### config.mk
export PLATFORM = sky130hd
export DESIGN_NAME = ntc_divider_lut_temperature_core
export DESIGN_NICKNAME = d
export VERILOG_FILES = /design/src/hdl/ndl_pkg.sv /design/src/hdl/ndl_mul.sv /design/src/hdl/ndl_div.sv /design/src/hdl/ntc_divider_lut_temperature_core.sv
export SDC_FILE = /design/constraint.sdc
export NUM_CORES = 2
export LEC_CHECK = 0
export BUFFER_PORTS_ARGS = -buffer_cell sky130_fd_sc_hd__buf_2
export CELL_PAD_IN_SITES_DETAIL_PLACEMENT = 0
export CELL_PAD_IN_SITES_GLOBAL_PLACEMENT = 2
export CORE_MARGIN = 3
export CORE_UTILIZATION = 41
export DETAILED_ROUTE_END_ITERATION = 16
export HOLD_SLACK_MARGIN = 0.08
export PLACE_DENSITY = 0.88
export SYNTH_ARGS = -nofsm -noshare
export SYNTH_HDL_FRONTEND = slang
export SYNTH_MEMORY_MAX_BITS = 65536
export SYNTH_SLANG_ARGS = --single-unit
### constraint.sdc
create_clock -name clk -period 16.01 [get_ports clk]
set_clock_uncertainty 0.15 [all_clocks]
set_input_delay 1.601 -clock clk [delete_from_list [all_inputs] [get_ports clk]]
set_output_delay 1.601 -clock clk [all_outputs]
set_load 0.03 [all_outputs]
### src/hdl/ndl_pkg.sv
`timescale 1ns / 1ps
// ndl_pkg: shared widths, status codes, divider control type and the fixed
// thermistor table for the ntc divider temperature block. No dependencies.

package ndl_pkg;

    // fixed table size and field widths
    localparam int BASE_ENTRIES = 39;
    localparam int RES_W        = 26;
    localparam int TEMP_W       = 16;

    // shared multiplier operand and product widths
    localparam int MUL_A_W = 30;
    localparam int MUL_B_W = 18;
    localparam int PROD_W  = MUL_A_W + MUL_B_W;

    // shared divider widths: full pass and short pass for interpolation
    localparam int DIVD_W  = 44;
    localparam int DIVS_W  = 26;
    localparam int SHORT_W = 16;
    localparam int CNT_W   = 6;

    // range status codes
    localparam logic [1:0] STATUS_VALID = 2'd0;
    localparam logic [1:0] STATUS_ABOVE = 2'd1;
    localparam logic [1:0] STATUS_BELOW = 2'd2;

    // sentinels for out-of-range voltages
    localparam logic signed [TEMP_W-1:0] TEMP_LOW_SENT  = 16'sh8000;
    localparam logic signed [TEMP_W-1:0] TEMP_HIGH_SENT = 16'sh7FFF;

    // configuration register indexes
    localparam logic [1:0] REG_SUPPLY  = 2'd0;
    localparam logic [1:0] REG_DIVIDER = 2'd1;
    localparam logic [1:0] REG_UPPER   = 2'd2;

    // divider launch control
    typedef struct packed {
        logic start;
        logic short_mode;
    } div_ctrl_t;

    // thermistor resistance, 18.8 fixed point ohms; entries past the end repeat the last
    function automatic logic [RES_W-1:0] ntc_res(input logic [7:0] k);
        logic [RES_W-1:0] r;
        case (k)
            8'd0:    r = 26'd48647680;
            8'd1:    r = 26'd37212160;
            8'd2:    r = 26'd28687360;
            8'd3:    r = 26'd22282496;
            8'd4:    r = 26'd17434624;
            8'd5:    r = 26'd13738240;
            8'd6:    r = 26'd10899456;
            8'd7:    r = 26'd8704256;
            8'd8:    r = 26'd6995456;
            8'd9:    r = 26'd5656576;
            8'd10:   r = 26'd4601088;
            8'd11:   r = 26'd3763968;
            8'd12:   r = 26'd3095808;
            8'd13:   r = 26'd2560000;
            8'd14:   r = 26'd2127693;
            8'd15:   r = 26'd1777101;
            8'd16:   r = 26'd1491328;
            8'd17:   r = 26'd1257267;
            8'd18:   r = 26'd1064627;
            8'd19:   r = 26'd905344;
            8'd20:   r = 26'd773043;
            8'd21:   r = 26'd662733;
            8'd22:   r = 26'd570317;
            8'd23:   r = 26'd492621;
            8'd24:   r = 26'd427034;
            8'd25:   r = 26'd371456;
            8'd26:   r = 26'd324173;
            8'd27:   r = 26'd283853;
            8'd28:   r = 26'd249295;
            8'd29:   r = 26'd219617;
            8'd30:   r = 26'd194035;
            8'd31:   r = 26'd171917;
            8'd32:   r = 26'd152737;
            8'd33:   r = 26'd136054;
            8'd34:   r = 26'd121505;
            8'd35:   r = 26'd108782;
            8'd36:   r = 26'd97623;
            8'd37:   r = 26'd87813;
            default: r = 26'd79168;
        endcase
        return r;
    endfunction

    // table temperature in 0.1 degC: -40.0 degC in 5 degC steps, last entry repeats
    function automatic logic signed [TEMP_W-1:0] ntc_temp(input logic [7:0] k);
        logic signed [TEMP_W-1:0] t;
        if (k < 8'(BASE_ENTRIES)) begin
            t = 16'(-400 + 50 * int'(k));
        end else begin
            t = 16'sd1500;
        end
        return t;
    endfunction

endpackage

### src/hdl/ndl_mul.sv
`timescale 1ns / 1ps
// ndl_mul: shared signed multiplier with a registered product.
// Depends on ndl_pkg for operand widths.

module ndl_mul (
    input  logic                                clk,
    input  logic signed [ndl_pkg::MUL_A_W-1:0]  op_a,
    input  logic signed [ndl_pkg::MUL_B_W-1:0]  op_b,
    output logic signed [ndl_pkg::PROD_W-1:0]   prod
);
    import ndl_pkg::*;

    logic signed [PROD_W-1:0] prod_reg;

    // one product per cycle, result registered
    always_ff @(posedge clk)
    begin
        prod_reg <= PROD_W'(op_a) * PROD_W'(op_b);
    end

    assign prod = prod_reg;

endmodule

### src/hdl/ndl_div.sv
`timescale 1ns / 1ps
// ndl_div: shared restoring divider, one quotient bit per cycle.
// Full pass runs DIVD_W steps, short pass SHORT_W steps. Depends on ndl_pkg.

module ndl_div (
    input  logic                          clk,
    input  logic                          rst_n,
    input  ndl_pkg::div_ctrl_t            ctrl,
    input  logic [ndl_pkg::DIVD_W-1:0]    dividend,
    input  logic [ndl_pkg::DIVS_W-1:0]    divisor,
    output logic                          done,
    output logic [ndl_pkg::DIVD_W-1:0]    quotient
);
    import ndl_pkg::*;

    logic              busy_reg;
    logic              done_reg;
    logic [CNT_W-1:0]  count_reg;
    logic [DIVS_W-1:0] rem_reg;
    logic [DIVS_W-1:0] divisor_reg;
    logic [DIVD_W-1:0] dq_reg;
    logic [DIVS_W:0]   trial;
    logic [DIVS_W:0]   diff;
    logic              fits;

    // trial subtract of the divisor from the shifted partial remainder
    assign trial = {rem_reg, dq_reg[DIVD_W-1]};
    assign fits  = trial >= {1'b0, divisor_reg};
    assign diff  = trial - {1'b0, divisor_reg};

    // step counter and done pulse
    always_ff @(posedge clk or negedge rst_n)
    begin
        if (!rst_n) begin
            busy_reg  <= 1'b0;
            done_reg  <= 1'b0;
            count_reg <= '0;
        end else begin
            done_reg <= 1'b0;
            if (ctrl.start) begin
                busy_reg  <= 1'b1;
                count_reg <= ctrl.short_mode ? CNT_W'(SHORT_W) : CNT_W'(DIVD_W);
            end else if (busy_reg) begin
                count_reg <= count_reg - CNT_W'(1);
                if (count_reg == CNT_W'(1)) begin
                    busy_reg <= 1'b0;
                    done_reg <= 1'b1;
                end
            end
        end
    end

    // remainder and dividend/quotient shift register
    always_ff @(posedge clk)
    begin
        if (ctrl.start) begin
            divisor_reg <= divisor;
            if (ctrl.short_mode) begin
                // quotient known to fit SHORT_W bits: upper part starts as remainder
                rem_reg <= dividend[SHORT_W +: DIVS_W];
                dq_reg  <= {dividend[SHORT_W-1:0], {(DIVD_W-SHORT_W){1'b0}}};
            end else begin
                rem_reg <= '0;
                dq_reg  <= dividend;
            end
        end else if (busy_reg) begin
            rem_reg <= fits ? diff[DIVS_W-1:0] : trial[DIVS_W-1:0];
            dq_reg  <= {dq_reg[DIVD_W-2:0], fits};
        end
    end

    assign done     = done_reg;
    assign quotient = dq_reg;

endmodule

### src/hdl/ntc_divider_lut_temperature_core.sv
`timescale 1ns / 1ps
// ntc_divider_lut_temperature_core: thermistor divider voltage to temperature.
// Depends on ndl_pkg, ndl_mul and ndl_div.
//
// Usage:
//   Input channel in_valid/in_ready carries adc_mv (mV). One result beat per
//   input beat on out_valid/out_ready: temp_tenths (0.1 degC, signed)
//   and range_status (0 valid, 1 voltage above range, 2 voltage below range).
//   Configuration beats on cfg_valid/cfg_ready write supply_mv (index 0),
//   divider_ohm (index 1) or ntc_is_upper (index 2); cfg_ready is always high.
// Processing order:
//   One item at a time; in_ready is high only while the sequencer is idle, so the
//   next input beat is taken in the cycle after the result is registered at the earliest.
//   Out-of-range voltages: the range check states, then the output state.
//   In-range: the range check states, then the 44-step resistance pass of the shared
//   divider, the binary table search and the 16-step interpolation pass of the shared
//   divider, then the output state.
// Reset and stall:
//   Reset loads supply 3000 mV, divider 10000 ohm, thermistor as lower resistor
//   and empties the output register. While the receiver stalls, a finished
//   result waits in the sequencer until the output register frees up.

module ntc_divider_lut_temperature_core #(
    parameter int TABLE_ENTRIES = 39
) (
    input  logic                                 clk,
    input  logic                                 rst_n,
    input  logic                                 in_valid,
    output logic                                 in_ready,
    input  logic [15:0]                          adc_mv,
    output logic                                 out_valid,
    input  logic                                 out_ready,
    output logic signed [ndl_pkg::TEMP_W-1:0]    temp_tenths,
    output logic [1:0]                           range_status,
    input  logic                                 cfg_valid,
    output logic                                 cfg_ready,
    input  logic [1:0]                           cfg_index,
    input  logic [19:0]                          cfg_data
);
    import ndl_pkg::*;

    localparam int IDX_W = $clog2(TABLE_ENTRIES);
    localparam logic [IDX_W-1:0] LAST_IDX  = IDX_W'(TABLE_ENTRIES - 1);
    localparam logic [IDX_W-1:0] SEARCH_HI = IDX_W'(TABLE_ENTRIES - 2);

    // sequencer states
    localparam logic [3:0] ST_IDLE      = 4'd0;
    localparam logic [3:0] ST_CHK0      = 4'd1;
    localparam logic [3:0] ST_CHK1      = 4'd2;
    localparam logic [3:0] ST_CHK2      = 4'd3;
    localparam logic [3:0] ST_CHK3      = 4'd4;
    localparam logic [3:0] ST_CHK4      = 4'd5;
    localparam logic [3:0] ST_DIV1      = 4'd6;
    localparam logic [3:0] ST_DIV1_WAIT = 4'd7;
    localparam logic [3:0] ST_SEARCH    = 4'd8;
    localparam logic [3:0] ST_INT_M0    = 4'd9;
    localparam logic [3:0] ST_INT_M1    = 4'd10;
    localparam logic [3:0] ST_INT_SUM   = 4'd11;
    localparam logic [3:0] ST_DIV2_WAIT = 4'd12;
    localparam logic [3:0] ST_OUT       = 4'd13;

    logic [3:0]  state_reg, state_next;

    logic [12:0] supply_reg;
    logic [19:0] divider_reg;
    logic        upper_reg;

    logic [15:0]              adc_reg;
    logic signed [PROD_W-1:0] lhs_reg;
    logic                     above_reg;
    logic [RES_W-1:0]         r_reg;
    logic [IDX_W-1:0]         lo_reg;
    logic [IDX_W-1:0]         hi_reg;
    logic                     neg_reg;
    logic signed [TEMP_W-1:0] res_temp_reg;
    logic [1:0]               res_status_reg;

    logic                     out_valid_reg;
    logic signed [TEMP_W-1:0] out_temp_reg;
    logic [1:0]               out_status_reg;

    // shared unit connections
    logic signed [MUL_A_W-1:0] mul_a;
    logic signed [MUL_B_W-1:0] mul_b;
    logic signed [PROD_W-1:0]  prod;
    div_ctrl_t                 div_ctrl;
    logic [DIVD_W-1:0]         div_dividend;
    logic [DIVS_W-1:0]         div_divisor;
    logic                      div_done;
    logic [DIVD_W-1:0]         div_quot;

    // divider operating point
    logic [27:0]        d256;
    logic [RES_W-1:0]   r0;
    logic [RES_W-1:0]   rl;
    logic [28:0]        r0_d;
    logic [28:0]        rl_d;
    logic               s_gt_v;
    logic [15:0]        s_minus_v;
    logic [15:0]        den16;

    // search and interpolation
    logic [IDX_W:0]           mid_sum;
    logic [IDX_W-1:0]         mid;
    logic [IDX_W-1:0]         mid_p1;
    logic                     pred;
    logic signed [TEMP_W-1:0] t0;
    logic signed [TEMP_W-1:0] t1;
    logic signed [TEMP_W:0]   dt;
    logic [RES_W-1:0]         r_sel;
    logic [RES_W-1:0]         r_sel1;
    logic                     dr_pos;
    logic [RES_W-1:0]         dr;
    logic [RES_W-1:0]         off;
    logic signed [PROD_W-1:0] sum;
    logic [PROD_W-1:0]        mag;
    logic                     sum_neg;
    logic [SHORT_W-1:0]       q16;
    logic                     below_now;
    logic                     out_free;

    assign d256      = {divider_reg, 8'd0};
    assign r0        = ntc_res(8'd0);
    assign rl        = ntc_res(8'(LAST_IDX));
    assign r0_d      = 29'(r0) + 29'(d256);
    assign rl_d      = 29'(rl) + 29'(d256);
    assign s_gt_v    = 16'(supply_reg) > adc_reg;
    assign s_minus_v = s_gt_v ? (16'(supply_reg) - adc_reg) : 16'd0;
    assign den16     = upper_reg ? adc_reg : s_minus_v;

    assign mid_sum = {1'b0, lo_reg} + {1'b0, hi_reg};
    assign mid     = mid_sum[IDX_W:1];
    assign mid_p1  = mid + IDX_W'(1);
    assign pred    = r_reg >= ntc_res(8'(mid_p1));

    assign t0     = ntc_temp(8'(lo_reg));
    assign t1     = ntc_temp(8'(lo_reg + IDX_W'(1)));
    assign dt     = (TEMP_W+1)'(t1) - (TEMP_W+1)'(t0);
    assign r_sel  = ntc_res(8'(lo_reg));
    assign r_sel1 = ntc_res(8'(lo_reg + IDX_W'(1)));
    assign dr_pos = r_sel > r_sel1;
    assign dr     = r_sel - r_sel1;
    assign off    = r_sel - r_reg;

    assign sum     = lhs_reg + prod;
    assign sum_neg = sum[PROD_W-1];
    assign mag     = sum_neg ? PROD_W'(-sum) : PROD_W'(sum);
    assign q16     = div_quot[SHORT_W-1:0];

    assign below_now = lhs_reg < prod;
    assign out_free  = !out_valid_reg || out_ready;

    ndl_mul u_mul (
        .clk  (clk),
        .op_a (mul_a),
        .op_b (mul_b),
        .prod (prod)
    );

    ndl_div u_div (
        .clk      (clk),
        .rst_n    (rst_n),
        .ctrl     (div_ctrl),
        .dividend (div_dividend),
        .divisor  (div_divisor),
        .done     (div_done),
        .quotient (div_quot)
    );

    // multiplier operand select per step
    always_comb
    begin
        mul_a = '0;
        mul_b = '0;
        case (state_reg)
            ST_CHK0:
            begin
                mul_a = $signed({1'b0, upper_reg ? rl_d : r0_d});
                mul_b = $signed({2'b0, adc_reg});
            end
            ST_CHK1:
            begin
                mul_a = upper_reg ? $signed({2'b0, d256}) : $signed({4'b0, r0});
                mul_b = $signed({5'b0, supply_reg});
            end
            ST_CHK2:
            begin
                mul_a = $signed({1'b0, upper_reg ? r0_d : rl_d});
                mul_b = $signed({2'b0, adc_reg});
            end
            ST_CHK3:
            begin
                mul_a = upper_reg ? $signed({2'b0, d256}) : $signed({4'b0, rl});
                mul_b = $signed({5'b0, supply_reg});
            end
            ST_CHK4:
            begin
                // resistance numerator
                mul_a = $signed({2'b0, d256});
                mul_b = $signed({2'b0, upper_reg ? s_minus_v : adc_reg});
            end
            ST_INT_M0:
            begin
                mul_a = $signed({4'b0, dr});
                mul_b = MUL_B_W'(t0);
            end
            ST_INT_M1:
            begin
                mul_a = $signed({4'b0, off});
                mul_b = MUL_B_W'(dt);
            end
            default:
            begin
                mul_a = '0;
                mul_b = '0;
            end
        endcase
    end

    // divider launch
    always_comb
    begin
        div_ctrl.start      = 1'b0;
        div_ctrl.short_mode = 1'b0;
        div_dividend        = prod[DIVD_W-1:0];
        div_divisor         = DIVS_W'(den16);
        if (state_reg == ST_DIV1 && den16 != 16'd0) begin
            div_ctrl.start = 1'b1;
        end else if (state_reg == ST_INT_SUM) begin
            div_ctrl.start      = 1'b1;
            div_ctrl.short_mode = 1'b1;
            div_dividend        = mag[DIVD_W-1:0];
            div_divisor         = dr;
        end
    end

    // sequencer next state
    always_comb
    begin
        state_next = state_reg;
        case (state_reg)
            ST_IDLE:      if (in_valid) state_next = ST_CHK0;
            ST_CHK0:      state_next = ST_CHK1;
            ST_CHK1:      state_next = ST_CHK2;
            ST_CHK2:      state_next = ST_CHK3;
            ST_CHK3:      state_next = ST_CHK4;
            ST_CHK4:      state_next = (above_reg || below_now) ? ST_OUT : ST_DIV1;
            ST_DIV1:      state_next = (den16 == 16'd0) ? ST_SEARCH : ST_DIV1_WAIT;
            ST_DIV1_WAIT: if (div_done) state_next = ST_SEARCH;
            ST_SEARCH:    if (lo_reg == hi_reg) state_next = ST_INT_M0;
            ST_INT_M0:    state_next = dr_pos ? ST_INT_M1 : ST_OUT;
            ST_INT_M1:    state_next = ST_INT_SUM;
            ST_INT_SUM:   state_next = ST_DIV2_WAIT;
            ST_DIV2_WAIT: if (div_done) state_next = ST_OUT;
            ST_OUT:       if (out_free) state_next = ST_IDLE;
            default:      state_next = ST_IDLE;
        endcase
    end

    // control registers: state, configuration, output valid
    always_ff @(posedge clk or negedge rst_n)
    begin
        if (!rst_n) begin
            state_reg     <= ST_IDLE;
            supply_reg    <= 13'd3000;
            divider_reg   <= 20'd10000;
            upper_reg     <= 1'b0;
            out_valid_reg <= 1'b0;
        end else begin
            state_reg <= state_next;
            if (cfg_valid) begin
                case (cfg_index)
                    REG_SUPPLY:  supply_reg  <= cfg_data[12:0];
                    REG_DIVIDER: divider_reg <= cfg_data;
                    REG_UPPER:   upper_reg   <= cfg_data[0];
                    default:     ;
                endcase
            end
            if (state_reg == ST_OUT && out_free) begin
                out_valid_reg <= 1'b1;
            end else if (out_ready) begin
                out_valid_reg <= 1'b0;
            end
        end
    end

    // datapath registers
    always_ff @(posedge clk)
    begin
        case (state_reg)
            ST_IDLE:
            begin
                adc_reg <= adc_mv;
            end
            ST_CHK1, ST_CHK3:
            begin
                lhs_reg <= prod;
            end
            ST_CHK2:
            begin
                above_reg <= lhs_reg > prod;
            end
            ST_CHK4:
            begin
                if (above_reg) begin
                    res_temp_reg   <= TEMP_LOW_SENT;
                    res_status_reg <= STATUS_ABOVE;
                end else begin
                    res_temp_reg   <= TEMP_HIGH_SENT;
                    res_status_reg <= STATUS_BELOW;
                end
            end
            ST_DIV1:
            begin
                // zero divisor saturates to the first table resistance
                r_reg  <= r0;
                lo_reg <= '0;
                hi_reg <= SEARCH_HI;
            end
            ST_DIV1_WAIT:
            begin
                if (div_quot > DIVD_W'(r0)) begin
                    r_reg <= r0;
                end else if (div_quot < DIVD_W'(rl)) begin
                    r_reg <= rl;
                end else begin
                    r_reg <= div_quot[RES_W-1:0];
                end
            end
            ST_SEARCH:
            begin
                // lowest index whose next entry is at or below the resistance
                if (lo_reg != hi_reg) begin
                    if (pred) begin
                        hi_reg <= mid;
                    end else begin
                        lo_reg <= mid_p1;
                    end
                end
            end
            ST_INT_M0:
            begin
                res_temp_reg   <= t0;
                res_status_reg <= STATUS_VALID;
            end
            ST_INT_M1:
            begin
                lhs_reg <= prod;
            end
            ST_INT_SUM:
            begin
                neg_reg <= sum_neg;
            end
            ST_DIV2_WAIT:
            begin
                res_temp_reg <= neg_reg ? $signed(-q16) : $signed(q16);
            end
            default:
            begin
            end
        endcase
        if (state_reg == ST_OUT && out_free) begin
            out_temp_reg   <= res_temp_reg;
            out_status_reg <= res_status_reg;
        end
    end

    assign in_ready     = (state_reg == ST_IDLE);
    assign cfg_ready    = 1'b1;
    assign out_valid    = out_valid_reg;
    assign temp_tenths  = out_temp_reg;
    assign range_status = out_status_reg;

endmodule
==> results.yml <==
clocking:
  root_buffer: "clkbuf_16"
  clock_latency_ps: 630
  path_clk_slew_ps: 70
  cts_buffers: 44
  ctsHoldBuffers: 0
  clock_sinks: 357
  htreeDepth: 2
  cts.repair.resized: 0
  post_cts.repair.setup_buffers: 0
  clockBufferDepth: 3
  cts_tree: "done"
place:
  place_ws_ps: 2340
  place_congestion: 0.958
  portBuffers: 62
  dp_hpwl_um: 132000
floorplan:
  die_height_um: 352
  die-area_sq_um: 124000
  die_w_um: 352
  core_area_sq_um: 119000
  initial_utilization_pct: 41.4
  ios: 64
  row_count: 126
timing:
  max_slew_margin_pct: 21.8
  report.final.slew_viol_count: 0
  max_freq_ghz: 0.0726
  fin_crit_ps: 13780
  worst_slack_ps: 2230
  setup_viol: 0
  min_period_over_period_pct: 86.1
  finalSetupTns_ps: 0
  finalHoldViolCount: 0
  rsz0062_at_grt: "no"
  worst_pin_slew_ps: 1170
synthesis:
  synth-main-ff-cell: "edfxtp_1"
  ys_warn_count: 0
  yosys.area.top_type: "fa_1"
  synth_cell_type_count: 115
  synth-seq-cells: 357
  postSynthCellCount: 5834
  async_flop_share_pct: 13.2
  synth_area_leaders: "fa_1 (18%), edfxtp_1 (14%), ha_1 (12%), inv_1 (6.2%), nand2_1 (5.6%)"
  syn_avg_cell_area_sq_um: 8.42
  yosysSeqAreaShare_pct: 19.9
  synth-edff-count: 236
  synth_area_sq_um: 49100
  synth_top_area_share_pct: 18.1
worst_setup_path:
  cp.arrival_ps: 14160
  crit_slowest_cell: "a211o_1"
  crit_start: "lo_reg[0]$_DFFE_PP_"
  path_class: "flip-flop to flip-flop"
  worst_setup_path_end_kind: "flip-flop"
  cpPeakStageDelay_ps: 780
  critPathLaunchType: "flip-flop"
  cp.required_ps: 16390
  worstReg2RegStart: "lo_reg[0]$_DFFE_PP_"
  path_max_fanout: 27
detailed_routing:
  vias: 42621
  viasPerCell: 5.77
  drc: 0
  wire_per_inst_um: 22.4
  drtIter0Drc: 4093
  drt_wl_total_um: 166000
  drtAntennaViolNets: 0
  drt_pre_antenna_iters: 6
finish:
  area_growth_pct: 7.24
  nNetsFinal: 6722
  drive_above_1_share_pct: 6.72
hold_path:
  hold_start: "res_temp_reg[2]$_DFFE_PP_"
  min-delay-path-class: "flip-flop to flip-flop"
global_route:
  grt_use_total_pct: 26.2
  grt_max_degree: 74
  grtUsageMet1_pct: 38.5
  gr-total-overflow: 0
  antenna_found_initial: 15
  grt_pass1_vias: 41214
  use_met3_pct: 4.46
  grt_pass1_wl_um: 253000
  busiest_layer: "met2"
  met2_usage_pct: 39.7
run:
  cap_viol_max_count: 0
outcome:
  outcome: "complete, no violations"
==> final timing paths <==
kind,to,slack (ps),depth (start not counted)
worst max-delay path,u_mul.prod[47]$_DFF_P_,2230,50
worst min-delay path,temp_tenths[2]$_DFFE_PP_,260,0
worst max register to register,u_mul.prod[47]$_DFF_P_,2230,50
worst min register to register,temp_tenths[2]$_DFFE_PP_,260,0
max in group asynchronous,u_div.count_reg[2]$_DFFE_PN0P_,14290,2
min in group asynchronous,divider_reg[5]$_DFFE_PN0P_,950,2
==> synth_stat cells, drive strengths merged (49+ instances only) <==
library cell and number:
a31oi 62, o211ai 49, nor2 351, nand3 94, ha 482, nor3 113
and2 121, nand2 737, edfxtp 236, a21oi 346, o21a 50, xor2 85
buf 59, nor2b 69, o21ai 288, nand2b 60, nor4 52, clkbuf 230
dfxtp 74, inv 820, a21o 104, fa 443, xnor2 165
==> per-layer routing <==
layer | part of all wire [%] | vias up | routed length [um]
met1 | 46 | 21126 | 75500
li1 | - | 19689 | -
met3 | 8.5 | 193 | 14000
met4 | 2.6 | 4 | 4230
met5 | 0.017 | - | 28
met2 | 43 | 1609 | 72100
==> placed cells by master, fill, tap and decap left out, types with 121 or more instances in the layout <==
cell | netlist | layout
o21ai_0 | 268 | 264
inv_1 | 813 | 812
xnor2_1 | 165 | 161
a21oi_1 | 344 | 343
and2_1 | 121 | 121
nor2_1 | 350 | 348
edfxtp_1 | 236 | 236
nand2_1 | 737 | 736
ha_1 | 482 | 482
fa_1 | 443 | 443
==> stage by stage <==
| stage | util (%) | instance area [sq um] | hold WS, ps | instances |
|---|---|---|---|---|
| 2_1_floorplan | - | 49200 | 250 | 5843 |
| 3_3_place_gp | 43.2 | 51200 | 253 | 7308 |
| 3_5_place_dp | 43.2 | 51200 | 255 | 7308 |
| 4_1_cts | 44.4 | 52700 | 263 | 7390 |
| 5_1_grt | 44.4 | 52700 | 262 | 7390 |
| 6_report | 44.4 | 52700 | 264 | 7391 |
==> cell type report <==
cell class	count	area [sq um]
fillers	11973	65900
multi-input cells	4373	35300
flip-flops and latches	357	9760
inverters	824	3090
well taps	1600	2000
clock buffers	55	1190
repair buffers	154	1000
clock inverters	27	287
diodes	1	2.50
==> critical path: cells and delay by family, from the launching register on <==
family	cells	cell delay, ps
compound gates	18	4090
fa+ha+maj	14	5810
buf+inv	8	1250
simple gates	7	1370
xor+xnor	3	600
flops	1	340
==> cells by family after synthesis <==
logic type | share of synthesized area, %
adders and majority gates | 30.3
buffers and inverters | 8.66
muxes | 1.49
other | 0.0153
DFF | 19.9
AOI/OAI and AO/OA | 18.0
xor gates and xnor gates | 4.47
and+or+nand+nor | 17.2
Power is left out: the tool's default activity adds up to more than one toggle a clock period on the data nets, which glitch-free logic cannot reach.
